**src/rtl/lom_ram.sv**
```systemverilog
// ============================================================================
// lom_ram: generic single-port synchronous RAM
// One write or one read per cycle; the read data is registered.
// ============================================================================
module lom_ram #(
    parameter int unsigned WIDTH = 8,
    parameter int unsigned DEPTH = 16
) (
    input  logic                     clk,
    input  logic                     we,
    input  logic [$clog2(DEPTH)-1:0] addr,
    input  logic [WIDTH-1:0]         wdata,
    output logic [WIDTH-1:0]         rdata
);

    logic [WIDTH-1:0] mem [DEPTH];

    always_ff @(posedge clk)
    begin
        if (we)
        begin
            mem[addr] <= wdata;
        end
        rdata <= mem[addr];
    end

endmodule

```
**config.mk**
```make
export PLATFORM = sky130hd
export DESIGN_NAME = lom_ram
export DESIGN_NICKNAME = d
export VERILOG_FILES = /design/src/rtl/lom_ram.sv
export SDC_FILE = /design/constraint.sdc
export NUM_CORES = 1
export LEC_CHECK = 0
export BUFFER_PORTS_ARGS = -buffer_cell sky130_fd_sc_hd__buf_2
export CORE_MARGIN = 4
export CORE_UTILIZATION = 57
export DETAILED_ROUTE_END_ITERATION = 10
export PLACE_DENSITY = 0.71
export SYNTH_ARGS = -nofsm -noshare
export SYNTH_HDL_FRONTEND = slang
export SYNTH_SLANG_ARGS = --single-unit
```
**constraint.sdc**
```tcl
create_clock -name clk -period 2.1 [get_ports clk]
set_input_delay 0.105 -clock clk [delete_from_list [all_inputs] [get_ports clk]]
set_output_delay 0.105 -clock clk [all_outputs]
set_load 0.01 [all_outputs]
```
== Word level (Yosys, flattened, before mapping) ==
Memory sizes are Yosys's and may differ from the RTL's. A register that Yosys moved wholly into a read port is not among the register bits.
Index checks and enable logic that the tools add are counted.

* Flip-flop bits (word level): 0
* Memory bits (writable): 128
* Logic and storage cells: 3
* Memories kept: 1

{| class="wikitable"
|+ Memory list
! name !! depth !! bits a word !! read ports !! clocked after Yosys merged registers in !! wr ports !! RTL line !! RTL
|-
| mem || 16 || 8 || 1 || 1 || 1 || 16 || <nowiki>logic [WIDTH-1:0] mem [DEPTH];</nowiki>
|}

* Multiplexer cells: 2

{| class="wikitable"
|+ Operators by type and width
! kind !! number
|-
| 1-bit two-way mux || 2
|}

== Logic depth before layout (Yosys ltp) ==
Gate-level depths: netlist of the first run.

* Depth in word-level cells: 2
* Mapped depth: 5
* Mapped depth without buffers: 3

== Worst setup path before layout of the first run ==
OpenSTA, ideal clock, no wires.

* Kind: input-to-reg
* From: input addr[2]
* To: memory mem[0][0] (enable)
* Arrival: 1215 ps
* Path slack: 502 ps
* Stages on the path: 2
* Path buffers: 0
* Cells stage by stage: or3b_2 nor3_1

{| class="wikitable"
|+ RTL lines
! element !! RTL line !! RTL
|-
| start: declaration || 11 || <nowiki>input logic [$clog2(DEPTH)-1:0] addr,</nowiki>
|-
| end: declaration || 16 ||
|}

Straight into the memory's write port.

==> impl_results.md, run 1 <==
* Dpl hpwl at 5740 um
* Final wirelength at between 8000 and 9000 um
* Clk_skew at 7.23 ps
* Vias post-DR at between 2,000 and 2,500
* Buffers on Ports at 21
* Final net count at between 300 and 400
* Critical Path, Cell by Cell: mux4_2 > a22oi_1 > nand2_1
* Diode count at 0
* Switching pwr at 1.24 mW
* LEAKAGE at roughly 2.1 nW
* Post-Syn Area at about 5100 um^2
* Synthesized area per cell at 22.0 um^2
* Class of the worst hold path: input port to flop
* GPL Wtd Cong at about 0.74
* Clock Latency Late Sink at 510 ps
* Placed insts at 370
* Synthesis-stage register bit count at 136
* Crit path buffers/inverters at 0
* DRT antenna net count at 0
* Max Cap Viol at 0
* Netlist cell types at 18
* First DRT Iteration DRCs at approximately 110
* Crit Path Class: flop to flop
* Flop pwr share at 47.1%
* Area fraction of the dominant cell type after synthesis at 75.9%
* Crit path largest cell delay at 480 ps
* GRT busiest layer: met2
* Largest net degree at the start of global routing at 40
* RSZ-0062 raised after global routing: no
* Worst slew margin at 55.9%
* Clock group share of total power at 48.3%
* WL per Instance at ~21 um
* Filler Cell Count at approximately 520
* Tot Pwr at 6.47 mW
* Worst path slowest cell: mux4_2
* Synth-to-layout area growth at 21.1%
* Antenna violations before repair at 0
* Critical Path RT at 2490 ps
* Met2 global-route usage at about 29%
* Synth warnings at 0
* Clock sink count at between 100 and 150
* Area leader, netlist: edfxtp_1
* Top cells by area, synth: edfxtp_1 76%, mux4_2 14%, dfxtp_1 3.2%
* Fin cells at ~400
* Share of cells above drive strength 1 at a little over a third
* Vias per std cell at 5.77
* Die W at 102 um
* Post-Syn Instances at 230
* Clock-pin transition on the worst setup and hold timing paths at around 60 ps
* Top Family by Delay on Critical Path: multiplexers
* Switching Fraction at 19.1%
* GRT Total Usage at 19.0%
* GR Overflow Total at 0
* Vias in the first global route at 2,428
* Core area at roughly 8700 um^2
* CP max FO at 1
* Global-route wire length before repair at roughly 14,000 um
* Met3 usage at 5.73%
* Post-synthesis sequential area ratio at 79.0%
* Total CTS buffers at 17
* CTS max path bufs at 2
* DR DRC count at 0
* DIE HEIGHT at 102 um
* Final Hold Vio Count at 0
* Root buffer cell: clkbuf_8
* PostCTS Resize Cnt at 0
* Syn Nets at 244
* Comb pwr share at 4.5%
* Final min period at 1370 ps
* Fin. max-slew vios at 0
* Pint at 5.24 mW
* Final period utilization at 65.4%
* Setup TNS at 0 ps
* Max Clk Rate at 728 MHz
* TritonCTS clock tree: yes
* Initial Util at 58.4%
* Sequential standard cell area at 4000 um^2
* Slew of the pin with the lowest slew margin at approximately 660 ps
* Max IR drop VDD at around 0.00080 V
* Final Setup Violations at 0
* Area of the multi-input gates at ~1000 um^2
* Die area at 10,500 um^2
* Row Count at 34
* Critical path launch point type: flop
* Met1 Resource Use GR at approximately 27%
* Htree depth at 4
* I/O Pins at 22
* Critical path arrival at around 1800 ps
* Status: complete, no violations
* Cell Pwr Density at around 1100 nW/um^2
* Worst setup EP type: flop
* Drt first pass iters at 4
power groups by stage:
stage / sequential (mW) / clock, mW / combinational [mW]
6_report: 3.05 / 3.13 / 0.294
5_1_grt: 3.05 / 3.30 / 0.325
4_1_cts: 3.05 / 3.16 / 0.298
3_5_place_dp: 3.11 / 0 / 0.286
3_3_place_gp: 3.10 / 0 / 0.277
2_1_floorplan: 3.11 / 0 / 0.156
worst reg2reg max path, stage by stage (launching register included):
cell and delay [ps]:
edfxtp_1 380, mux4_2 480, a22oi_1 310, nand2_1 90
cell type report:
class	count	area share, %
Sequential cell	136	65.2
Clock inverter	13	3.28
Multi-Input combinational cell	83	16.3
Clock buffer	19	7.03
Tap cell	108	2.20
Timing Repair Buffer	51	5.91
layer usage:
| metal | vias to the layer above | part of all wire, % |
|---|---|---|
| li1 | 1084 | - |
| met1 | 1207 | 46 |
| met2 | 68 | 48 |
| met3 | 6 | 5.3 |
| met4 | 0 | 0.59 |
| met5 | - | 0 |
placed cells by master (no fill, tap or decap):
master         count
edfxtp_1         128
mux4_2            32
buf_2             21
buf_4             21
a22oi_1           16
clkbuf_16         16
nor2_1            13
nand2_1            9
dlygate4sd3_1      8
dfxtp_1            8
bufinv_16          5
nor3_1             4
clkinv_2           4
clkinvlp_4         3
nor2b_1            2
nand3b_1           2
nand2b_1           2
clkbuf_8           2
and2_1             1
nand3_1            1
or3b_2             1
clkbuf_1           1
clkinv_4           1
buf_12             1
synthesized netlist by cell type:
| cell type | count |
|---|---|
| clkbuf_2 | 1 |
| nor2_1 | 13 |
| mux4_2 | 32 |
| nand3b_1 | 2 |
| dfxtp_1 | 8 |
| or3b_2 | 1 |
| and2_1 | 1 |
| a22oi_1 | 16 |
| nand2_1 | 9 |
| buf_6 | 2 |
| edfxtp_1 | 128 |
| nor3_1 | 4 |
| buf_2 | 2 |
| clkbuf_1 | 2 |
| nor2b_1 | 2 |
| nand3_1 | 1 |
| nand2b_1 | 2 |
| buf_1 | 4 |
final timing paths:
path	startpoint	endpoint	slack, ps	depth (start not counted)
worst max-delay path	mem[3][6]	rdata[6]	730	3
worst min-delay path	addr[2]	rdata[7]	250	4
worst max register to register	mem[3][6]	rdata[6]	730	3
worst min register to register	mem[14][7]	rdata[7]	670	3
metrics by stage:
step / util [%] / area (um^2) / hold slack (ps) / setup WS [ps]
after detailed placement: 62.5 / 5430 / 498 / 473
final: 70.7 / 6140 / 254 / 726
after floorplan: - / 5070 / 204 / 502
after CTS: 70.7 / 6140 / 237 / 747
after global placement: 62.5 / 5430 / 479 / 510
after global routing: 70.7 / 6140 / 285 / 678
sequential cells by signal, summed over array words and instances, names as in the netlist:
register  cells
rdata         8
mem         128
repair_timing:
item	CTS	global route
hold endpoints to repair	128	0
hold buffers	8	0
setup buffers	0	0
cell families after synthesis:
kind of cell | Yosys count | share of synthesized area, %
AOI/OAI and AO/OA | 16 | 2.37
buffers and inverters | 11 | 1.19
DFF | 136 | 79.0
muxes | 32 | 14.2
and+or+nand+nor | 35 | 3.21
Note: power is estimated with default switching activity, not from simulation.
==> inputs of run 2 (changes only) <==
--- a/config.mk
+++ b/config.mk
@@ -5,11 +5,12 @@
 export SDC_FILE = /design/constraint.sdc
 export NUM_CORES = 1
 export LEC_CHECK = 0
+export ABC_AREA = 1
 export BUFFER_PORTS_ARGS = -buffer_cell sky130_fd_sc_hd__buf_2
 export CORE_MARGIN = 4
 export CORE_UTILIZATION = 57
 export DETAILED_ROUTE_END_ITERATION = 10
-export PLACE_DENSITY = 0.71
+export PLACE_DENSITY = 0.7
 export SYNTH_ARGS = -nofsm -noshare
 export SYNTH_HDL_FRONTEND = slang
 export SYNTH_SLANG_ARGS = --single-unit
==> constraint.sdc (replaced) <==
create_clock -name clk -period 1.37 [get_ports clk]
set_input_delay 0.0685 -clock clk [delete_from_list [all_inputs] [get_ports clk]]
set_output_delay 0.0685 -clock clk [all_outputs]
set_load 0.01 [all_outputs]
==> impl_results.md, run 2 <==
* Reg2Reg Depth at 8 (+5)
* Core area at 9420 um^2 (+8.5%)
* DRT antenna net count at 0 (unchanged)
* Synth-to-layout area growth at 19.1%
* Clock-pin transition on the worst setup and hold timing paths at 60 ps (about the same)
* Final min period at 1090 ps
* WL per Instance at 16.8 um (-22%)
* Post-Syn Area at 5590 um^2 (+10%)
* Worst setup EP type: output pin
* Vias in the first global route at 3,852 (+59%)
* Max Cap Viol at 0 (unchanged)
* Share of cells above drive strength 1 at 13.7% (-22 points)
* Setup bufs post-CTS at 0 (unchanged)
* CP max FO at 1 (unchanged)
* Max Clk Rate at 917 MHz
* EDFF count, synth at 128 (unchanged)
* Drt first pass iters at 5 (+1)
* Diode count at 0 (unchanged)
* Post-synthesis sequential area ratio at 71.6% (-7.4 points)
* Critical path arrival at 1020 ps (-740 ps)
* Fin util at 70.8% (about the same)
* RSZ-0062 raised after global routing: no
* Synthesis-stage register bit count at 136 (unchanged)
* WHS Endpoint: rdata[0]
* Row Count at 35 (+2.9%)
* Total CTS buffers at 17 (unchanged)
* Clock Latency Late Sink at 520 ps (about the same)
* Critical Path RT at 1300 ps (-1190 ps)
* Global-route wire length before repair at 20,200 um (+45%)
* Netlist cell types at 11 (-7)
* Final net count at 613 (+100%)
* Main flop type after synthesis: edfxtp_1
* Switching pwr at 2.13 mW (+73%)
* Largest regs: mem x128, rdata x8
* Antenna violations before repair at 0 (unchanged)
* Top cells by area, synth: edfxtp_1 69%, nand2_1 23%, dfxtp_1 2.9%
* DIE HEIGHT at 107 um (+4.7%)
* Root buffer cell: clkbuf_8
* Count leader, synth: nand2_1
* First DRT Iteration DRCs at 252 (+130%)
* Dpl hpwl at 7480 um (+30%)
* GPL Wtd Cong at 0.818 (+11%)
* FF-to-FF Start: mem[14][1]
* GR Overflow Total at 0 (unchanged)
* Cell Pwr Density at 1490 nW/um^2 (+41%)
* TritonCTS clock tree: yes
* Worst path slowest cell: dfxtp_1
* Reg2Reg Setup Slack at 330 ps (-400 ps)
* Area leader, netlist: edfxtp_1
* Critical Path, Cell by Cell: buf_2
* Slew of the pin with the lowest slew margin at 452 ps (-209 ps)
* Die area at 11,500 um^2 (+9.5%)
* Top cells by count, synth: 346 x nand2_1, 128 x edfxtp_1, 21 x inv_1
* Crit path buffers/inverters at 1 (+1)
* Pint at 7.79 mW (+49%)
* Top Family by Delay on Critical Path: flip-flops
* Critical path launch point type: flop
* Worst hold start: addr[2]
* Status: complete, no violations
* Syn Nets at 562 (+130%)
* Tot Pwr at 9.92 mW (+53%)
* Clock sink count at 136 (unchanged)
* LEAKAGE at 2.89 nW (+39%)
* Final Setup Violations at 0 (unchanged)
* Crit path largest cell delay at 360 ps (-120 ps)
* Synth warnings at 0 (unchanged)
* Sequential standard cell area at 4000 um^2 (unchanged)
* DR DRC count at 0 (unchanged)
* Clk_skew at 10.9 ps (+3.68 ps)
* Flop pwr share at 47.2% (about the same)
* Switching Fraction at 21.5% (+2.4 points)
* PostCTS Resize Cnt at 0 (unchanged)
* Die W at 107 um (+4.7%)
* Final period utilization at 79.6%
* Worst slew margin at 69.8% (+14 points)
* Initial Util at 59.4% (+1.0 points)
* Most common cell after layout, fill and taps aside: nand2_1
* Largest Register: mem
* Buffers on Ports at 21 (unchanged)
* Max IR drop VDD at 0.00102 V (+29%)
* Async set-or-reset flop fraction in the synthesized netlist at 0% (unchanged)
* Htree depth at 4 (unchanged)
* Post-Syn Instances at 548 (+140%)
* Clock group share of total power at 46.7% (-1.6 points)
* Hold depth at 7 (+3)
* Crit Path Class: flop to output pin
* Final Hold Vio Count at 0 (unchanged)
* Vias per std cell at 5.11 (-11%)
* Class of the worst hold path: input port to flop
* Most frequent cells in the layout: 346 x nand2_1, 128 x edfxtp_1, 21 x inv_1, 21 x buf_2, 21 x buf_4
* Filler Cell Count at 672 (+29%)
* I/O Pins at 22 (unchanged)
* Vias post-DR at 3,783 (+60%)
* Area of the multi-input gates at 1410 um^2 (+40%)
* GRT Total Usage at 23.9% (+4.9 points)
* Largest net degree at the start of global routing at 33 (-18%)
* Largest register FFs at 128 (unchanged)
* FF-to-FF End: rdata[1]
* Synthesized area per cell at 10.2 um^2 (-54%)
* Fin. max-slew vios at 0 (unchanged)
* CTS max path bufs at 2 (unchanged)
* Comb pwr share at 6.1% (+1.6 points)
* Final wirelength at 12,400 um (+41%)
* Area fraction of the dominant cell type after synthesis at 68.7% (-7.1 points)
==> run 2: changes by cell type after synthesis, moves of 3 or more <==
cell	delta
buf_1	-4
nor3_1	-4
inv_1	+21
nand3_1	+3
mux4_2	-32
buf_2	+10
a22oi_1	-16
nand2_1	+337
nor2_1	+5
buf_4	+6
==> run 2: final cells by class <==
class | instances | share of cell area, %
Clock buffer | 19 | 6.33
Inverter | 23 | 1.30
Clock inverter | 13 | 2.70
Multi-Input combinational cell | 368 | 21.1
Tap cell | 129 | 2.42
Sequential cell | 136 | 60.1
Timing Repair Buffer | 53 | 6.05
==> run 2: power groups by stage <==
stage	sequential, mW	clock, mW	combinational [mW]
finish	4.68	4.64	0.606
detailed placement	4.77	0	0.581
global placement	4.76	0	0.573
global route	4.69	4.89	0.681
CTS	4.68	4.67	0.607
floorplan	4.77	0	0.325
==> run 2: timing repair <==
| item | in CTS | in global routing |
|---|---|---|
| hold endpoints to repair | 123 | 0 |
| setup endpoints to repair | 0 | 0 |
| hold buffers | 8 | 0 |
==> run 2: logic make-up after synthesis <==
| kind of cell | count (synthesis) | share of synthesized area (%) |
|---|---|---|
| buf+inv | 44 | 3.62 |
| flops | 136 | 71.6 |
| simple gates | 368 | 24.8 |
==> run 2: stage by stage <==
step	cell area, um^2	setup TNS [ps]	instances	setup slack [ps]	hold slack (ps)
after floorplan	5610	-4190	548	-75.7	167
after global placement	5980	0	701	57.1	466
after detailed placement	5980	0	701	43.2	463
after CTS	6660	0	741	250	125
after global routing	6660	0	741	256	192
final	6660	0	741	280	152
==> run 2: how the worst max path moves through the flow <==
stage             start        end  slack [ps]  cells past startpoint
2_1_floorplan   addr[1]  mem[3][0]         -80                      4
3_3_place_gp    addr[1]  mem[1][6]          60                      4
3_5_place_dp    addr[1]  mem[1][6]          40                      4
4_1_cts        rdata[0]   rdata[0]         250                      1
5_1_grt        rdata[0]   rdata[0]         260                      1
6_report       rdata[0]   rdata[0]         280                      1
==> run 2: worst reg2reg max path: cells and delay by family, from the launching register on <==
family                 cells  cell delay, ps
buffers and inverters      1              50
and+or+nand+nor            7             500
DFF                        1             380
==> run 2: routing by layer <==
layer / track usage, % / vias to the layer above / part of all wire [%]
met5: 0 / - / 0
met3: 5.48 / 18 / 7.5
met2: 39.0 / 157 / 50
li1: - / 1857 / -
met4: 8.13 / 0 / 1.9
met1: 31.7 / 1751 / 41
==> inputs of run 3 (changes only) <==
--- a/config.mk
+++ b/config.mk
@@ -8,9 +8,9 @@
 export ABC_AREA = 1
 export BUFFER_PORTS_ARGS = -buffer_cell sky130_fd_sc_hd__buf_2
 export CORE_MARGIN = 4
-export CORE_UTILIZATION = 57
+export CORE_UTILIZATION = 55
 export DETAILED_ROUTE_END_ITERATION = 10
-export PLACE_DENSITY = 0.7
+export PLACE_DENSITY = 0.71
 export SYNTH_ARGS = -nofsm -noshare
 export SYNTH_HDL_FRONTEND = slang
 export SYNTH_SLANG_ARGS = --single-unit
==> constraint.sdc (replaced) <==
create_clock -name clk -period 1 [get_ports clk]
set_input_delay 0.05 -clock clk [delete_from_list [all_inputs] [get_ports clk]]
set_output_delay 0.05 -clock clk [all_outputs]
set_load 0.01 [all_outputs]
==> impl_results.md, run 3 (synthesis results as in run 2) <==
* Critical Path RT at 950 ps (-350 ps)
* Synth-to-layout area growth at 23.1%
* DIE HEIGHT at 109 um (+1.7%)
* Final period utilization at 99.6%
* Worst hold start: addr[3]
* DRT antenna net count at 0 (unchanged)
* Clock Latency Late Sink at 510 ps (about the same)
* FF-to-FF Start: mem[12][1]
* Fin. max-slew vios at 0 (unchanged)
* Switching pwr at 2.97 mW (+39%)
* Clock sink count at 136 (unchanged)
* Cell Pwr Density at 1920 nW/um^2 (+29%)
* Status: complete, no violations
* Vias in the first global route at 3,768 (-2.2%)
* Row Count at 36 (+2.9%)
* RSZ-0062 raised after global routing: yes
* Diode count at 0 (unchanged)
* Crit Path Class: flop to output pin
* GR Overflow Total at 0 (unchanged)
* Final net count at 610 (-0.49%)
* I/O Pins at 22 (unchanged)
* Clock group share of total power at 44.0% (-2.7 points)
* Final wirelength at 12,500 um (+0.64%)
* Initial Util at 57.0% (-2.4 points)
* DR DRC count at 0 (unchanged)
* CTS max path bufs at 2 (unchanged)
* TritonCTS clock tree: yes
* Switching Fraction at 22.5% (+0.97 points)
* Max Clk Rate at 1000 MHz
* Clk_skew at 12.4 ps (+1.47 ps)
* Top Family by Delay on Critical Path: flip-flops
* GPL Wtd Cong at 0.874 (+6.9%)
* Max Cap Viol at 0 (unchanged)
* WL per Instance at 16.8 um (+0.50%)
* Comb pwr share at 7.4% (+1.3 points)
* Total CTS buffers at 17 (unchanged)
* GRT Total Usage at 22.9% (-0.93 points)
* Global-route wire length before repair at 19,800 um (-2.1%)
* Slew of the pin with the lowest slew margin at 389 ps (-62.8 ps)
* Placement Cell Area at 6180 um^2 (+3.4%)
* CP max FO at 1 (unchanged)
* Worst setup EP type: output pin
* Root buffer cell: clkbuf_8
* Die W at 109 um (+1.7%)
* Crit path buffers/inverters at 1 (unchanged)
* Critical Path, Cell by Cell: buf_2
* Final Hold Vio Count at 0 (unchanged)
* Most frequent cells in the layout: 324 x nand2_1, 128 x edfxtp_1, 22 x nand2_2
* Placed insts at 702 (+0.14%)
* Buffers on Ports at 21 (unchanged)
* Flop pwr share at 48.6% (+1.4 points)
* Final Cell Area at 6890 um^2 (+3.3%)
* Pint at 10.2 mW (+31%)
* Final Setup Violations at 0 (unchanged)
* Antenna violations before repair at 0 (unchanged)
* Worst path slowest cell: dfxtp_1
* Share of cells above drive strength 1 at 20.4% (+6.6 points)
* Dpl hpwl at 7720 um (+3.3%)
* Final min period at 996 ps
* Die area at 11,800 um^2 (+3.4%)
* Vias per std cell at 5.10 (-0.16%)
* Crit path largest cell delay at 310 ps (-50 ps)
* Htree depth at 4 (unchanged)
* Fin cells at 742 (+0.13%)
* Largest Register: mem
* Max IR drop VDD at 0.00132 V (+29%)
* Largest net degree at the start of global routing at 33 (unchanged)
* Critical path launch point type: flop
* Worst slew margin at 74.1% (+4.2 points)
* Core area at 9820 um^2 (+4.3%)
* CP startpoint: rdata[1]
* LEAKAGE at 2.88 nW (-0.27%)
* Drt first pass iters at 5 (unchanged)
* First DRT Iteration DRCs at 262 (+4.0%)
* Critical path arrival at 950 ps (-70 ps)
* Most common cell after layout, fill and taps aside: nand2_1
* Largest register FFs at 128 (unchanged)
* Clock-pin transition on the worst setup and hold timing paths at 60 ps (about the same)
* Vias post-DR at 3,782 (-0.026%)
* Setup TNS at 0 ps (unchanged)
* Final Hold Slack at 117 ps (-35.2 ps)
* Setup bufs post-CTS at 0 (unchanged)
* Largest regs: mem x128, rdata x8
* Class of the worst hold path: input port to flop
## run 3: cell types whose count changed in the layout (fill, tap and decap cells not counted), moves of 4 or more
cell	delta
nor2_2	-6
nand2_2	+22
inv_2	+5
nand2_1	-22
buf_12	+4
nor2_1	-10
inv_1	-6
nand3_1	-4
nor2_4	+16
nand3_4	+4
buf_4	-7
## run 3: path summary, 6_finish.rpt
check,to,slack (ps),cells past startpoint
setup / recovery,rdata[1],4,1
setup reg to reg,rdata[1],10,8
hold / removal,mem[9][7],120,4
hold reg to reg,rdata[2],710,8
## run 3: repair_timing
action,CTS,global route
setup endpoints to repair,7,16
resized for setup,5,25
hold endpoints to repair,128,0
pin swaps,5,27
hold buffers,8,0
## run 3: stage by stage
stage          setup WS (ps)  power (mW)  util [%]
6_report                4.10        13.2      70.1
3_3_place_gp            -149        7.41      63.0
4_1_cts                -20.8        13.2      69.5
3_5_place_dp            -164        7.43      63.0
5_1_grt                -51.7        13.6      70.1
2_1_floorplan          -1.12        7.06         -
## run 3: routing by layer
| metal | routed length (um) | global-route usage (%) | vias to the layer above |
|---|---|---|---|
| met3 | 788 | 5.62 | 11 |
| met1 | 5230 | 30.0 | 1779 |
| met4 | 72 | 5.86 | 0 |
| li1 | - | - | 1854 |
| met2 | 6400 | 38.7 | 138 |
| met5 | 0 | 0 | - |
## run 3: area by class of cell
class | count | area, um^2
clock buffers | 19 | 422
well taps | 133 | 166
inverters | 23 | 101
flip-flops and latches | 136 | 4010
repair buffers | 50 | 443
clock inverters | 13 | 130
fillers | 732 | 2930
multi-input cells | 368 | 1620
## run 3: power by group through the flow
stage | clock, mW | combinational [mW] | sequential [mW]
2_1_floorplan | 0 | 0.521 | 6.54
5_1_grt | 6.14 | 1.08 | 6.42
6_report | 5.81 | 0.975 | 6.41
3_5_place_dp | 0 | 0.903 | 6.52
4_1_cts | 5.85 | 0.945 | 6.41
3_3_place_gp | 0 | 0.885 | 6.52
